## src/sv/assert_macros.svh

```systemverilog
// ----------------------------------------------------------------------------
// assert_macros.svh
// Concurrent assertion helpers for the RTL.
// ----------------------------------------------------------------------------
`ifndef ASSERT_MACROS_SVH
`define ASSERT_MACROS_SVH

// Same-cycle implication, disabled while reset is asserted (active low).
`define ASSERT_IMP(label, clk, rst_n, ante, cons) \
    label: assert property (@(posedge clk) disable iff (!rst_n) (ante) |-> (cons)) \
        else $error("assertion failed: implication");

// Next-cycle implication, disabled while reset is asserted (active low).
`define ASSERT_IMP_NEXT(label, clk, rst_n, ante, cons) \
    label: assert property (@(posedge clk) disable iff (!rst_n) (ante) |=> (cons)) \
        else $error("assertion failed: next-cycle implication");

`endif

```

## src/sv/mpsf_pkg.sv

```systemverilog
// ----------------------------------------------------------------------------
// mpsf_pkg
// Shared types, constants and header check for the MPEG audio sync finder.
// ----------------------------------------------------------------------------
package mpsf_pkg;

    localparam int unsigned DEF_MIN_FILE_BYTES = 1024;
    localparam int unsigned DEF_SCAN_WINDOW    = 4096;

    localparam logic [7:0]  SYNC_BYTE     = 8'hFF;
    localparam logic [7:0]  SYNC_HI_MASK  = 8'hE0;
    localparam logic [7:0]  TAG_CHAR_I    = 8'h49;
    localparam logic [7:0]  TAG_CHAR_D    = 8'h44;
    localparam logic [7:0]  TAG_CHAR_3    = 8'h33;
    localparam logic [31:0] TAG_HDR_BYTES = 32'd10;
    localparam logic [31:0] CNT_MAX       = 32'hFFFF_FFFF;

    typedef enum logic [1:0] {
        STATUS_VALID     = 2'd0,
        STATUS_BELOW_MIN = 2'd1,
        STATUS_SHORT     = 2'd2,
        STATUS_NO_FRAME  = 2'd3
    } status_t;

    typedef struct packed {
        logic [7:0] data_byte;
        logic       last_byte;
    } byte_item_t;

    typedef struct packed {
        logic        accepted;
        status_t     status;
        logic [31:0] frame_position;
    } result_t;

    // Frame header check on the first three header bytes.
    function automatic logic header_ok(input logic [7:0] b0, input logic [7:0] b1,
                                       input logic [7:0] b2);
        logic ok;
        ok = (b0 == SYNC_BYTE)
          && ((b1 & SYNC_HI_MASK) == SYNC_HI_MASK)
          && (b1[4:3] != 2'b01)     // reserved version
          && (b1[2:1] != 2'b00)     // reserved layer
          && (b2[7:4] != 4'hF)      // bad bitrate index
          && (b2[3:2] != 2'b11);    // reserved sample rate
        return ok;
    endfunction

endpackage

```

## src/sv/mpsf_in_reg.sv

```systemverilog
// ----------------------------------------------------------------------------
// mpsf_in_reg
// Input register: holds one byte transaction until the scan stage takes it.
// ----------------------------------------------------------------------------
module mpsf_in_reg
    import mpsf_pkg::*;
(
    input  logic       aclk,
    input  logic       aresetn,
    input  logic       s_valid,
    output logic       s_ready,
    input  byte_item_t s_item,
    input  logic       take,
    output logic       item_valid,
    output byte_item_t item
);

    logic       valid_reg;
    logic       valid_next;
    byte_item_t item_reg;
    logic       load;

    assign s_ready    = !valid_reg || take;
    assign load       = s_valid && s_ready;
    assign valid_next = load ? 1'b1 : (take ? 1'b0 : valid_reg);

    always_ff @(posedge aclk) begin
        if (!aresetn) begin
            valid_reg <= 1'b0;
        end else begin
            valid_reg <= valid_next;
        end
    end

    always_ff @(posedge aclk) begin
        if (load) begin
            item_reg <= s_item;
        end
    end

    assign item_valid = valid_reg;
    assign item       = item_reg;

endmodule

```

## src/sv/mpsf_scan.sv

```systemverilog
// ----------------------------------------------------------------------------
// mpsf_scan
// Per-file scan state: tag parse, window check, header match, final status.
// ----------------------------------------------------------------------------
module mpsf_scan
    import mpsf_pkg::*;
#(
    parameter int unsigned MIN_FILE_BYTES = DEF_MIN_FILE_BYTES,
    parameter int unsigned SCAN_WINDOW    = DEF_SCAN_WINDOW
) (
    input  logic       aclk,
    input  logic       aresetn,
    input  logic       step,
    input  byte_item_t item,
    output result_t    result
);

    logic [31:0] cnt_reg,       cnt_next;
    logic [23:0] recent_reg,    recent_next;
    logic        tag_reg,       tag_next;
    logic [29:0] start_reg,     start_next;
    logic        found_reg,     found_next;
    logic [31:0] found_pos_reg, found_pos_next;

    logic [32:0] q_ext;
    logic [32:0] win_lo;
    logic [32:0] win_end;
    logic        hit;
    logic [29:0] tag_bits;
    logic [29:0] start_or;
    status_t     status;

    assign q_ext   = {1'b0, cnt_reg};
    assign win_lo  = {3'b0, start_reg} + 33'd3;
    assign win_end = {3'b0, start_reg} + 33'(SCAN_WINDOW);

    // Header at q-3 .. q, its first three bytes held in recent_reg.
    assign hit = (cnt_reg >= 32'd3) && !found_reg
              && (!tag_reg || (cnt_reg >= TAG_HDR_BYTES))
              && (q_ext >= win_lo) && (q_ext < win_end)
              && header_ok(recent_reg[23:16], recent_reg[15:8], recent_reg[7:0]);

    // Tag size bytes, full 8 bits each, ORed in place.
    always_comb begin
        case (cnt_reg[1:0])
            2'b10:   tag_bits = 30'(item.data_byte) << 21;
            2'b11:   tag_bits = 30'(item.data_byte) << 14;
            2'b00:   tag_bits = 30'(item.data_byte) << 7;
            default: tag_bits = 30'(item.data_byte);
        endcase
    end

    assign start_or = start_reg | tag_bits;

    always_comb begin
        found_next     = found_reg || hit;
        found_pos_next = hit ? (cnt_reg - 32'd3) : found_pos_reg;
        tag_next       = tag_reg
                      || ((cnt_reg == 32'd2) && (recent_reg[15:8] == TAG_CHAR_I)
                          && (recent_reg[7:0] == TAG_CHAR_D) && (item.data_byte == TAG_CHAR_3));
        start_next     = start_reg;
        if (tag_reg && (cnt_reg inside {[32'd6:32'd9]})) begin
            start_next = (cnt_reg == 32'd9) ? (start_or + 30'd10) : start_or;
        end
        recent_next = {recent_reg[15:0], item.data_byte};
        cnt_next    = (cnt_reg == CNT_MAX) ? cnt_reg : (cnt_reg + 32'd1);
    end

    always_comb begin
        if ({1'b0, cnt_next} < 33'(MIN_FILE_BYTES)) begin
            status = STATUS_BELOW_MIN;
        end else if (cnt_next < TAG_HDR_BYTES) begin
            status = STATUS_SHORT;
        end else if (!found_next) begin
            status = STATUS_NO_FRAME;
        end else begin
            status = STATUS_VALID;
        end
        result.accepted       = (status == STATUS_VALID);
        result.status         = status;
        result.frame_position = (status == STATUS_VALID) ? found_pos_next : 32'd0;
    end

    always_ff @(posedge aclk) begin
        if (!aresetn || (step && item.last_byte)) begin
            cnt_reg       <= 32'd0;
            recent_reg    <= 24'd0;
            tag_reg       <= 1'b0;
            start_reg     <= 30'd0;
            found_reg     <= 1'b0;
            found_pos_reg <= 32'd0;
        end else if (step) begin
            cnt_reg       <= cnt_next;
            recent_reg    <= recent_next;
            tag_reg       <= tag_next;
            start_reg     <= start_next;
            found_reg     <= found_next;
            found_pos_reg <= found_pos_next;
        end
    end

endmodule

```

## src/sv/mpsf_out_reg.sv

```systemverilog
// ----------------------------------------------------------------------------
// mpsf_out_reg
// Result register: holds one result transaction until the sink takes it.
// ----------------------------------------------------------------------------
module mpsf_out_reg
    import mpsf_pkg::*;
(
    input  logic    aclk,
    input  logic    aresetn,
    input  logic    load,
    input  result_t result,
    output logic    m_valid,
    input  logic    m_ready,
    output result_t m_result
);

    logic    valid_reg;
    logic    valid_next;
    result_t result_reg;

    assign valid_next = load ? 1'b1 : (m_ready ? 1'b0 : valid_reg);

    always_ff @(posedge aclk) begin
        if (!aresetn) begin
            valid_reg <= 1'b0;
        end else begin
            valid_reg <= valid_next;
        end
    end

    always_ff @(posedge aclk) begin
        if (load) begin
            result_reg <= result;
        end
    end

    assign m_valid  = valid_reg;
    assign m_result = result_reg;

endmodule

```

## src/sv/mpeg_audio_sync_finder_top.sv

```systemverilog
// ----------------------------------------------------------------------------
// mpeg_audio_sync_finder_top: MPEG audio frame sync finder over a byte stream.
// Throughput one byte per cycle; a final byte waits only while an untaken result is held.
// Path: the final byte passes the input register, then loads the result register;
// m_valid rises in the cycle after the final byte leaves the input register.
// Reset: aresetn synchronous active low; clears valids and all scan state.
// ----------------------------------------------------------------------------
`include "assert_macros.svh"

module mpeg_audio_sync_finder_top
    import mpsf_pkg::*;
#(
    parameter int unsigned MIN_FILE_BYTES = DEF_MIN_FILE_BYTES,
    parameter int unsigned SCAN_WINDOW    = DEF_SCAN_WINDOW
) (
    input  logic        aclk,
    input  logic        aresetn,
    // byte input channel
    input  logic        s_valid,
    output logic        s_ready,
    input  logic [7:0]  s_data_byte,
    input  logic        s_last_byte,
    // result channel, one transaction per file
    output logic        m_valid,
    input  logic        m_ready,
    output logic        m_accepted,
    output logic [1:0]  m_status,
    output logic [31:0] m_frame_position
);

    byte_item_t s_item;
    byte_item_t item;
    logic       item_valid;
    logic       advance;
    result_t    scan_result;
    result_t    m_result;

    assign s_item.data_byte = s_data_byte;
    assign s_item.last_byte = s_last_byte;

    // Stage 1: input register parts the source from the scan logic.
    mpsf_in_reg u_in_reg (
        .aclk       (aclk),
        .aresetn    (aresetn),
        .s_valid    (s_valid),
        .s_ready    (s_ready),
        .s_item     (s_item),
        .take       (advance),
        .item_valid (item_valid),
        .item       (item)
    );

    // A non-final byte never produces a result, so it always moves on.
    // The final byte moves on once the result register is free or draining.
    assign advance = item_valid && (!item.last_byte || !m_valid || m_ready);

    // Stage 2: scan state update and status, single pass per byte.
    mpsf_scan #(
        .MIN_FILE_BYTES (MIN_FILE_BYTES),
        .SCAN_WINDOW    (SCAN_WINDOW)
    ) u_scan (
        .aclk    (aclk),
        .aresetn (aresetn),
        .step    (advance),
        .item    (item),
        .result  (scan_result)
    );

    // Result register: loaded only on the final byte of a file.
    mpsf_out_reg u_out_reg (
        .aclk     (aclk),
        .aresetn  (aresetn),
        .load     (advance && item.last_byte),
        .result   (scan_result),
        .m_valid  (m_valid),
        .m_ready  (m_ready),
        .m_result (m_result)
    );

    assign m_accepted       = m_result.accepted;
    assign m_status         = m_result.status;
    assign m_frame_position = m_result.frame_position;

    // accepted flag agrees with status on every result transaction
    `ASSERT_IMP(a_accept_status, aclk, aresetn, m_valid, m_accepted == (m_status == STATUS_VALID))
    // a rejected file reports position zero
    `ASSERT_IMP(a_pos_zero, aclk, aresetn, m_valid && !m_accepted, m_frame_position == 32'd0)
    // a held byte stalls only as a final byte behind an untaken result
    `ASSERT_IMP(a_stall_cause, aclk, aresetn, item_valid && !advance,
                item.last_byte && m_valid && !m_ready)
    // a final byte that moves on shows up as a result next cycle
    `ASSERT_IMP_NEXT(a_last_loads, aclk, aresetn, advance && item.last_byte, m_valid)

endmodule

```

## config.mk

```make
export PLATFORM = sky130hd
export DESIGN_NAME = mpeg_audio_sync_finder_top
export DESIGN_NICKNAME = d
export VERILOG_FILES = /design/src/sv/mpsf_pkg.sv /design/src/sv/mpsf_in_reg.sv /design/src/sv/mpsf_scan.sv /design/src/sv/mpsf_out_reg.sv /design/src/sv/mpeg_audio_sync_finder_top.sv
export VERILOG_INCLUDE_DIRS = /design/src /design/src/sv
export SDC_FILE = /design/constraint.sdc
export NUM_CORES = 1
export LEC_CHECK = 0
export ABC_AREA = 1
export CAP_MARGIN = 20
export CORE_MARGIN = 1
export CORE_UTILIZATION = 42
export CTS_BUF_LIST = sky130_fd_sc_hd__clkbuf_4
export DETAILED_ROUTE_END_ITERATION = 16
export DONT_BUFFER_PORTS = 1
export HOLD_SLACK_MARGIN = 0.05
export PLACE_DENSITY_LB_ADDON = 0.12
export SYNTH_ARGS = -nofsm -noshare
export SYNTH_HDL_FRONTEND = slang
export SYNTH_SLANG_ARGS = --single-unit
```

## constraint.sdc

```tcl
create_clock -name aclk -period 7.31 [get_ports aclk]
set_input_delay 0.731 -clock aclk [delete_from_list [all_inputs] [get_ports aclk]]
set_output_delay 0.731 -clock aclk [all_outputs]
set_load 0.01 [all_outputs]
```

==> results of run 1 <==
==> logic make-up (layout without fill, tap and decap cells) <==
group                      after synthesis  count (layout)  share of synthesized area
buffers and inverters                  304             279                      0.102
other                                    0               1                          0
DFF                                    166             166                      0.313
AOI/OAI and AO/OA                      217             217                     0.0969
muxes                                    2               2                    0.00166
xor gates and xnor gates                59              59                     0.0429
adders and majority gates               70              70                     0.0727
and+or+nand+nor                       1037            1037                      0.372
==> worst min path at each step <==
stage / start / end / slack (ns) / cells past startpoint
after floorplan: u_scan.found_pos_reg[19] / u_scan.found_pos_reg[19] / 0.44 / 2
after global placement: u_scan.found_pos_reg[22] / u_scan.found_pos_reg[22] / 0.45 / 2
after detailed placement: u_scan.recent_reg[16] / u_scan.recent_reg[16] / 0.45 / 2
after CTS: s_data_byte[0] / u_in_reg.item[1] / 0.18 / 0
after global routing: s_data_byte[0] / u_in_reg.item[1] / 0.16 / 0
final: s_last_byte / u_in_reg.item[0] / 0.22 / 0
==> routing by layer <==
metal | track usage | vias to the layer above | part of all wire
li1 | - | 5902 | -
met1 | 0.327 | 5224 | 0.46
met2 | 0.436 | 312 | 0.47
met3 | 0.0306 | 64 | 0.041
met4 | 0.0986 | 0 | 0.033
met5 | 0 | - | 0
==> worst max-delay path, delay by kind of cell, from the launching register on <==
family	cells	cell delay (ns)
buffers and inverters	3	0.68
adders and majority gates	2	0.54
AOI/OAI and AO/OA	4	0.86
and+or+nand+nor	11	2.85
DFF	1	0.39
==> per-stage QoR <==
stage | worst slack [ns] | power [uW] | hold WS [ns] | cell area (um2) | cells
final | 1.82 | 1890 | 0.220 | 12600 | 2209
after global routing | 1.12 | 2000 | 0.155 | 12600 | 2209
after CTS | 1.87 | 1910 | 0.179 | 12600 | 2208
after detailed placement | 1.92 | 1330 | 0.453 | 12300 | 2176
after global placement | 2.08 | 1330 | 0.448 | 12300 | 2176
after floorplan | 3.69 | 1240 | 0.440 | 12000 | 1855
==> power by group through the flow <==
| stage | Clock (uW) | Combinational, uW | Sequential [uW] |
|---|---|---|---|
| 3_5_place_dp | 0 | 313 | 1020 |
| 6_report | 573 | 313 | 1000 |
| 4_1_cts | 599 | 314 | 1000 |
| 5_1_grt | 636 | 356 | 1000 |
| 2_1_floorplan | 0 | 243 | 999 |
| 3_3_place_gp | 0 | 311 | 1020 |
==> cell usage in the layout (no fill, tap or decap), types with 3 or more instances in the layout <==
cell type	synthesis	final
and2_0	4	4
nand3_2	5	5
buf_4	2	9
o21ai_0	71	71
inv_8	0	6
o21ai_1	13	13
a21oi_1	103	102
xor2_1	57	57
o211ai_1	4	4
and2_1	3	3
nor2_4	7	7
o22ai_1	3	3
nor2_2	19	19
nor3_2	4	4
nand4_1	56	56
ha_1	70	70
nand2_2	5	7
inv_2	5	6
edfxtp_1	44	44
nor3_1	31	31
nand2_1	512	510
clkbuf_4	0	18
a21o_1	4	4
nor4_1	7	7
inv_1	233	232
dfxtp_1	122	122
a211oi_1	11	11
nand3_1	110	110
nand3b_1	6	6
nor2_1	261	261
clkinv_4	0	5
==> cell type report <==
cell class              instances  area, um2
diodes                          1       2.50
clock buffers                  18        135
clock inverters                14        153
fillers                      3053      15500
inverters                     238        893
multi-input cells            1385       7070
flip-flops and latches        166       3760
well taps                     378        473
repair buffers                  9       67.6
==> flow_summary.yaml, run 1 <==
outcome:
  status: "complete, no violations"
pwr:
  power.share.clock: 0.304
  power_switching_uw: 671
  comb_power_share: 0.166
  switching_share: 0.356
  power_leakage_uw: 0.00518
  p_per_area_nw_per_um2: 150
  irDropWorstVdd_uv: 85.3
  p_int_uw: 1220
  seqPwrFrac: 0.530
clock_tree:
  post_cts_buffers: 0
  cts.clk_slew.worst_paths_ns: 0.18
  cts_buffers: 17
  cts_tree: "built"
  clockRootBuffer: "clkbuf_4"
  htree_levels: 4
  insertion_delay_ns: 0.60
  cts_sinks: 166
  cts_resized: 0
  ctsHoldBuffers: 0
  clockBufferDepth: 2
critical_path:
  cp-start-kind: "flip-flop"
  slowest_delay_ns: 0.77
  required_ns: 7.79
  crit_type: "reg2reg"
  reg2reg_from: "u_scan.start_reg[0]"
  crit_top_cell: "nand2_1"
  rr_worst_depth: 20
  crit_end: "u_scan.found_pos_reg[14]"
  end_kind: "flip-flop"
  slowest_stage: "nand3_2"
  worst-path-max-fanout: 42
  r2r-end: "u_scan.found_pos_reg[14]"
  crit_chain: "inv_1, ha_1, nor3_1, nand4_1, nor2_1, inv_1, o21ai_0, o21ai_0, ha_1, nand2_1, nor2_1, and2_1, nand2_1, nand2_1, nand2_1, a21oi_4, buf_4, nand3_2, o21ai_0, nor2_1"
  arrival_ns: 5.97
  cp-startpoint: "u_scan.start_reg[0]"
  rrSetupSlack_ns: 1.82
placed_design:
  port_buffers: 0
  hpwlAfterDp_um: 27200
  finalWeightedCongestion: 0.965
yosys:
  ys_async_sr_fraction: 0
  ys_warn_count: 0
  synthesis.nets: 1938
  synth.distinct_cells: 45
  synth_top_area_cell: "dfxtp_1"
  synth.most_common_cell: "nand2_1"
  synth-edff-count: 44
  syn-cell-area_um2: 12000
  ys_seq_elements: 166
  synth_area_leaders: "dfxtp_1 (20%), nand2_1 (16%), edfxtp_1 (11%), nor2_1 (8.1%), ha_1 (7.3%)"
  seq_area_frac_synth: 0.313
  netlist_top_cells_count: "nand2_1 (512), nor2_1 (261), inv_1 (233)"
  synthCells: 1855
  syn_avg_cell_area_um2: 6.49
  netlist.area_leader.share: 0.203
  synth_ff_type: "dfxtp_1"
floorplan:
  ios: 50
  start_util: 0.430
  coreArea_um2: 28000
  die-area_um2: 29300
  die_h_um: 171
  std_cell_rows: 61
  die_x_um: 171
sta:
  fmax_ghz: 0.182
  slew_headroom: 0.398
  period_share: 0.751
  finalMaxSlewViolations: 0
  finalSetupTns_ns: 0
  tightest_slew_ns: 0.903
  final-hold-violation-count: 0
  setup_viol_count_final: 0
  fin_worst_skew_ns: 0.0364
  period_minus_slack_ns: 5.49
  rsz0062_at_grt: "no"
global_routing:
  grt_max_degree: 71
  grt_pass1_wl_um: 58000
  grt_pass1_vias: 10900
  grt-ovfl-total: 0
  antenna_found_initial: 1
  track_usage: 0.255
finish:
  utilization: 0.448
  drive_gt1_frac: 0.0525
  areaGrowthSynthToFinish_pct: 4.30
  fin_nets: 1900
  largest_reg_flops: 35
job:
  cap_violations: 0
route:
  routed_wirelength_um: 35600
  drtIter0Drc: 948
  post-route-drc-count: 0
  viasPerCell: 5.21
  vias: 11500
  wl_per_cell_um: 16.1
  ant_nets: 0
  first_pass_iters: 6
hold_path:
  hold_path.class: "in2reg"
Power figures use the tool's default switching activity.
==> run 2, diff against run 1 <==
Clock period 7.31 ns to 4.7 ns, I/O delays scaled along.
==> flow_summary.yaml, run 2 (same netlist as run 1, synthesis figures left out) <==
outcome:
  status: "complete, no violations"
pwr:
  power_leakage_uw: 0.00529
  p_per_area_nw_per_um2: 237
  power.total_uw: 3040
  irDropWorstVdd_uv: 138
critical_path:
  crit_type: "reg2reg"
  arrival_ns: 4.65
  cp-start-kind: "flip-flop"
  slowest_stage: "dfxtp_1"
  crit_buf_inv: 2
  cp_top_family: "simple AND/OR/NAND/NOR gates"
  end_kind: "flip-flop"
  slowest_delay_ns: 0.44
  worst-path-max-fanout: 42
  required_ns: 5.20
  crit_chain: "o21ai_0, nor3_1, nand2_1, nor3_1, nand2_1, nor2_1, nand2_2, nor2_1, a21oi_1, ha_1, nand2_1, nor2_1, nand2_1, nor2_1, nand3_1, nand3_1, nor2_1, a21oi_4, buf_4, nand3_2, buf_4, o21ai_0, nor2_1"
  crit_top_cell: "nor2_1"
placed_design:
  hpwlAfterDp_um: 27100
  finalWeightedCongestion: 0.927
  placed_cell_area_um2: 12300
  place_ws_ns: 0.445
  port_buffers: 0
hold_path:
  hold_path.class: "in2reg"
floorplan:
  die-area_um2: 29300
  coreArea_um2: 28000
  die_x_um: 171
  die_h_um: 171
  start_util: 0.430
  std_cell_rows: 61
  ios: 50
sta:
  tightest_slew_ns: 0.880
  fin_worst_skew_ns: 0.0422
  period_minus_slack_ns: 4.15
  slew_headroom: 0.413
  finalSetupTns_ns: 0
  period_share: 0.883
  fmax_ghz: 0.241
  setup_slack_ns: 0.550
  setup_viol_count_final: 0
  final-hold-violation-count: 0
  finalMaxSlewViolations: 0
  rsz0062_at_grt: "no"
job:
  cap_violations: 0
route:
  drtIter0Drc: 916
  routed_wirelength_um: 35700
  ant_nets: 0
  viasPerCell: 5.11
  vias: 11400
  post-route-drc-count: 0
  first_pass_iters: 5
  wl_per_cell_um: 16.0
finish:
  fin_nets: 1920
  final_common_cell: "nand2_1"
  layout_common_cells: "nand2_1 (509), nor2_1 (261), inv_1 (232), dfxtp_1 (122), nand3_1 (110)"
  largest_reg_flops: 35
  areaGrowthSynthToFinish_pct: 6.23
  drive_gt1_frac: 0.0573
  nFillCells: 2993
  stdcell_area_um2: 12800
global_routing:
  grt-ovfl-total: 0
  antenna_found_initial: 1
  grt_pass1_vias: 10800
  grt_pass1_wl_um: 57800
  grt_max_degree: 70
  track_usage: 0.256
clock_tree:
  clockRootBuffer: "clkbuf_4"
  cts_tree: "built"
  htree_levels: 4
  cts_sinks: 166
  clockBufferDepth: 2
  cts_buffers: 17
  cts.clk_slew.worst_paths_ns: 0.20
  insertion_delay_ns: 0.61
  post_cts_buffers: 0
## run 2: final timing paths
path | start | cells past startpoint | end | slack (ns)
worst max-delay path | u_scan.start_reg[2] | 23 | u_scan.found_pos_reg[15] | 0.55
worst min-delay path | m_ready | 3 | u_out_reg.m_valid | 0.14
worst max register to register | u_scan.start_reg[2] | 23 | u_scan.found_pos_reg[15] | 0.55
worst min register to register | u_scan.found_pos_reg[6] | 2 | u_scan.found_pos_reg[6] | 0.47
## run 2: worst register-to-register path, delay by kind of cell, from the launching register on
| family | cells | cell delay (ns) |
|---|---|---|
| buffers and inverters | 2 | 0.56 |
| DFF | 1 | 0.44 |
| adders and majority gates | 1 | 0.29 |
| AOI/OAI and AO/OA | 4 | 0.64 |
| and+or+nand+nor | 16 | 2.12 |
## run 2: area by class of cell
| cell class | instances | area [um2] | area share |
|---|---|---|---|
| clock inverter | 15 | 213 | 0.0166 |
| multi-input combinational | 1385 | 7070 | 0.553 |
| tap | 378 | 473 | 0.0370 |
| inverter | 238 | 893 | 0.0698 |
| clock buffer | 17 | 128 | 0.00998 |
| antenna | 1 | 2.50 | 0.000196 |
| sequential | 166 | 3760 | 0.294 |
| timing repair buffer | 29 | 245 | 0.0192 |
## run 2: report_power, final
part           internal (uW)  switching, uW
clock network            305            680
registers               1490           60.3
logic                    153            344
## run 2: through the flow
step,instances,hold WS [ns],utilization
after floorplan,1855,0.440,-
after global placement,2185,0.448,0.440
after detailed placement,2185,0.452,0.440
after CTS,2228,0.116,0.456
after global routing,2229,0.145,0.457
final,2229,0.135,0.457
## run 2: timing repair
action | CTS | global route
endpoints found under the setup margin | 0 | 8
hold buffers | 11 | 0
resized for setup | 0 | 1
hold endpoints to repair | 11 | 0
## run 2: layer usage
metal	global-route usage	up-vias	part of all wire
met5	0	-	0
met1	0.333	5125	0.47
met4	0.113	0	0.041
met3	0.0283	79	0.032
li1	-	5924	-
met2	0.425	268	0.46
==> run 3, diff against run 2 <==
Settings changed: CTS_BUF_LIST sky130_fd_sc_hd__clkbuf_4 to sky130_fd_sc_hd__clkbuf_8.
Clock period 4.7 ns to 3.73 ns, I/O delays scaled along.
==> flow_summary.yaml, run 3 (same netlist as run 1, synthesis figures left out) <==
hold_path:
  hold_path.class: "in2reg"
  hp-start: "s_valid"
  min_path_cells: 2
  hold-path-endpoint: "u_in_reg.item_valid"
sta:
  tightest_slew_ns: 0.892
  finalMaxSlewViolations: 0
  rsz0062_at_grt: "yes"
  final-hold-violation-count: 0
  period_share: 0.973
  fmax_ghz: 0.276
  period_minus_slack_ns: 3.63
  fin_worst_skew_ns: 0.0228
  slew_headroom: 0.406
  holdWs_ns: 0.0680
  setup_viol_count_final: 0
global_routing:
  grt_pass1_wl_um: 58800
  grt-ovfl-total: 0
  antenna_found_initial: 0
  grt_max_degree: 70
  track_usage: 0.261
  grt_pass1_vias: 11000
critical_path:
  rrSetupSlack_ns: 0.10
  crit_type: "reg2reg"
  rr_worst_depth: 27
  worst-path-max-fanout: 7
  end_kind: "flip-flop"
  reg2reg_from: "u_scan.start_reg[0]"
  arrival_ns: 3.87
  r2r-end: "u_out_reg.m_result[29]"
  cp-start-kind: "flip-flop"
  required_ns: 3.97
placed_design:
  placed_cells: 2228
  hpwlAfterDp_um: 27800
  port_buffers: 0
  finalWeightedCongestion: 0.962
floorplan:
  ios: 50
  die_h_um: 171
  die_x_um: 171
  die-area_um2: 29300
  std_cell_rows: 61
  coreArea_um2: 28000
  start_util: 0.430
route:
  viasPerCell: 5.19
  post-route-drc-count: 0
  routed_wirelength_um: 39000
  wl_per_cell_um: 17.0
  ant_nets: 0
  first_pass_iters: 6
  vias: 11900
  drtIter0Drc: 945
finish:
  utilization: 0.497
  antenna_cells: 0
  areaGrowthSynthToFinish_pct: 15.6
  layout_common_cells: "nand2_1 (489), nor2_1 (245), inv_1 (229), dfxtp_1 (119), nand3_1 (106)"
  drive_gt1_frac: 0.123
  instances_no_fill: 2295
  largest_reg_flops: 35
  fin_nets: 1987
  final_common_cell: "nand2_1"
pwr:
  power_leakage_uw: 0.00579
  p_per_area_nw_per_um2: 298
  irDropWorstVdd_uv: 199
clock_tree:
  htree_levels: 4
  clockRootBuffer: "clkbuf_8"
  cts_sinks: 166
  insertion_delay_ns: 0.48
  cts.clk_slew.worst_paths_ns: 0.11
  clockBufferDepth: 2
  cts_buffers: 17
  cts_tree: "built"
outcome:
  status: "complete, no violations"
job:
  cap_violations: 0
## run 3: where the power goes
| group | switching, uW | internal, uW | leakage (uW) | total (uW) |
|---|---|---|---|---|
| registers | 74.3 | 1880 | 0.00142 | 1950 |
| logic | 479 | 214 | 0.00416 | 693 |
| clock network | 874 | 630 | 0.000207 | 1500 |
## run 3: how the worst max path moves through the flow
stage	cells after the start	slack (ns)	endpoint	startpoint
5_1_grt	27	-0.14	u_out_reg.m_result[15]	u_scan.start_reg[0]
3_5_place_dp	25	-0.12	u_out_reg.m_result[3]	u_scan.start_reg[0]
2_1_floorplan	22	0.11	u_out_reg.m_result[23]	u_scan.start_reg[0]
4_1_cts	22	0.003	u_out_reg.m_result[5]	u_scan.start_reg[13]
3_3_place_gp	25	0.002	u_out_reg.m_result[0]	u_scan.start_reg[0]
6_report	27	0.10	u_out_reg.m_result[29]	u_scan.start_reg[0]
## run 3: cell type report
cell class              instances  area [um2]
clock inverters                15         186
repair buffers                 94         973
flip-flops and latches        166        3770
clock buffers                  17         234
well taps                     378         473
fillers                      2846       14100
inverters                     238         893
multi-input cells            1387        7390
## run 3: repair_timing
| item | 4_1_cts | 5_1_grt |
|---|---|---|
| endpoints found under the hold margin | 11 | 0 |
| cloned | 0 | 13 |
| setup endpoints to repair | 34 | 68 |
| gates resized for setup | 6 | 105 |
| pin swaps | 1 | 27 |
| setup buffers | 3 | 14 |
| hold buffers | 10 | 0 |
## run 3: through the flow
step / total power, uW / setup TNS [ns] / worst slack, ns / instance area, um2
after floorplan: 2430 / 0 / 0.112 / 12000
after global placement: 2620 / 0 / 0.00185 / 12700
after detailed placement: 2620 / -2.98 / -0.121 / 12700
after CTS: 4100 / 0 / 0.00261 / 13300
after global routing: 4330 / -6.34 / -0.137 / 13900
final: 4150 / 0 / 0.101 / 13900
## run 3: layer usage
layer  part of all wire  global-route usage  vias up
li1                   -                   -     6079
met1               0.45               0.338     5473
met2               0.48               0.446      292
met3              0.033              0.0225       78
met4              0.036              0.0998        0
met5                  0                   0        -
## run 3: worst max-delay path, stage by stage, from the launching register on
cell and delay [ns]:
dfxtp_2 0.37, o21ai_2 0.06, nor3_2 0.22, nand2_1 0.12, nor3_2 0.20, nand2_1 0.09
nor2_2 0.15, nand2_2 0.10, buf_6 0.16, mux2i_1 0.15, inv_1 0.06, ha_1 0.28
nand2_2 0.08, inv_1 0.05, nand2_1 0.05, nand2_1 0.06, a21oi_2 0.18, nand3_2 0.12
nor2_4 0.14, nand2_2 0.06, nand2_2 0.07, nor2_4 0.05, buf_12 0.15, nand2_8 0.08
clkbuf_16 0.16, nand2_1 0.05, nand2_1 0.07, nor2_2 0.04
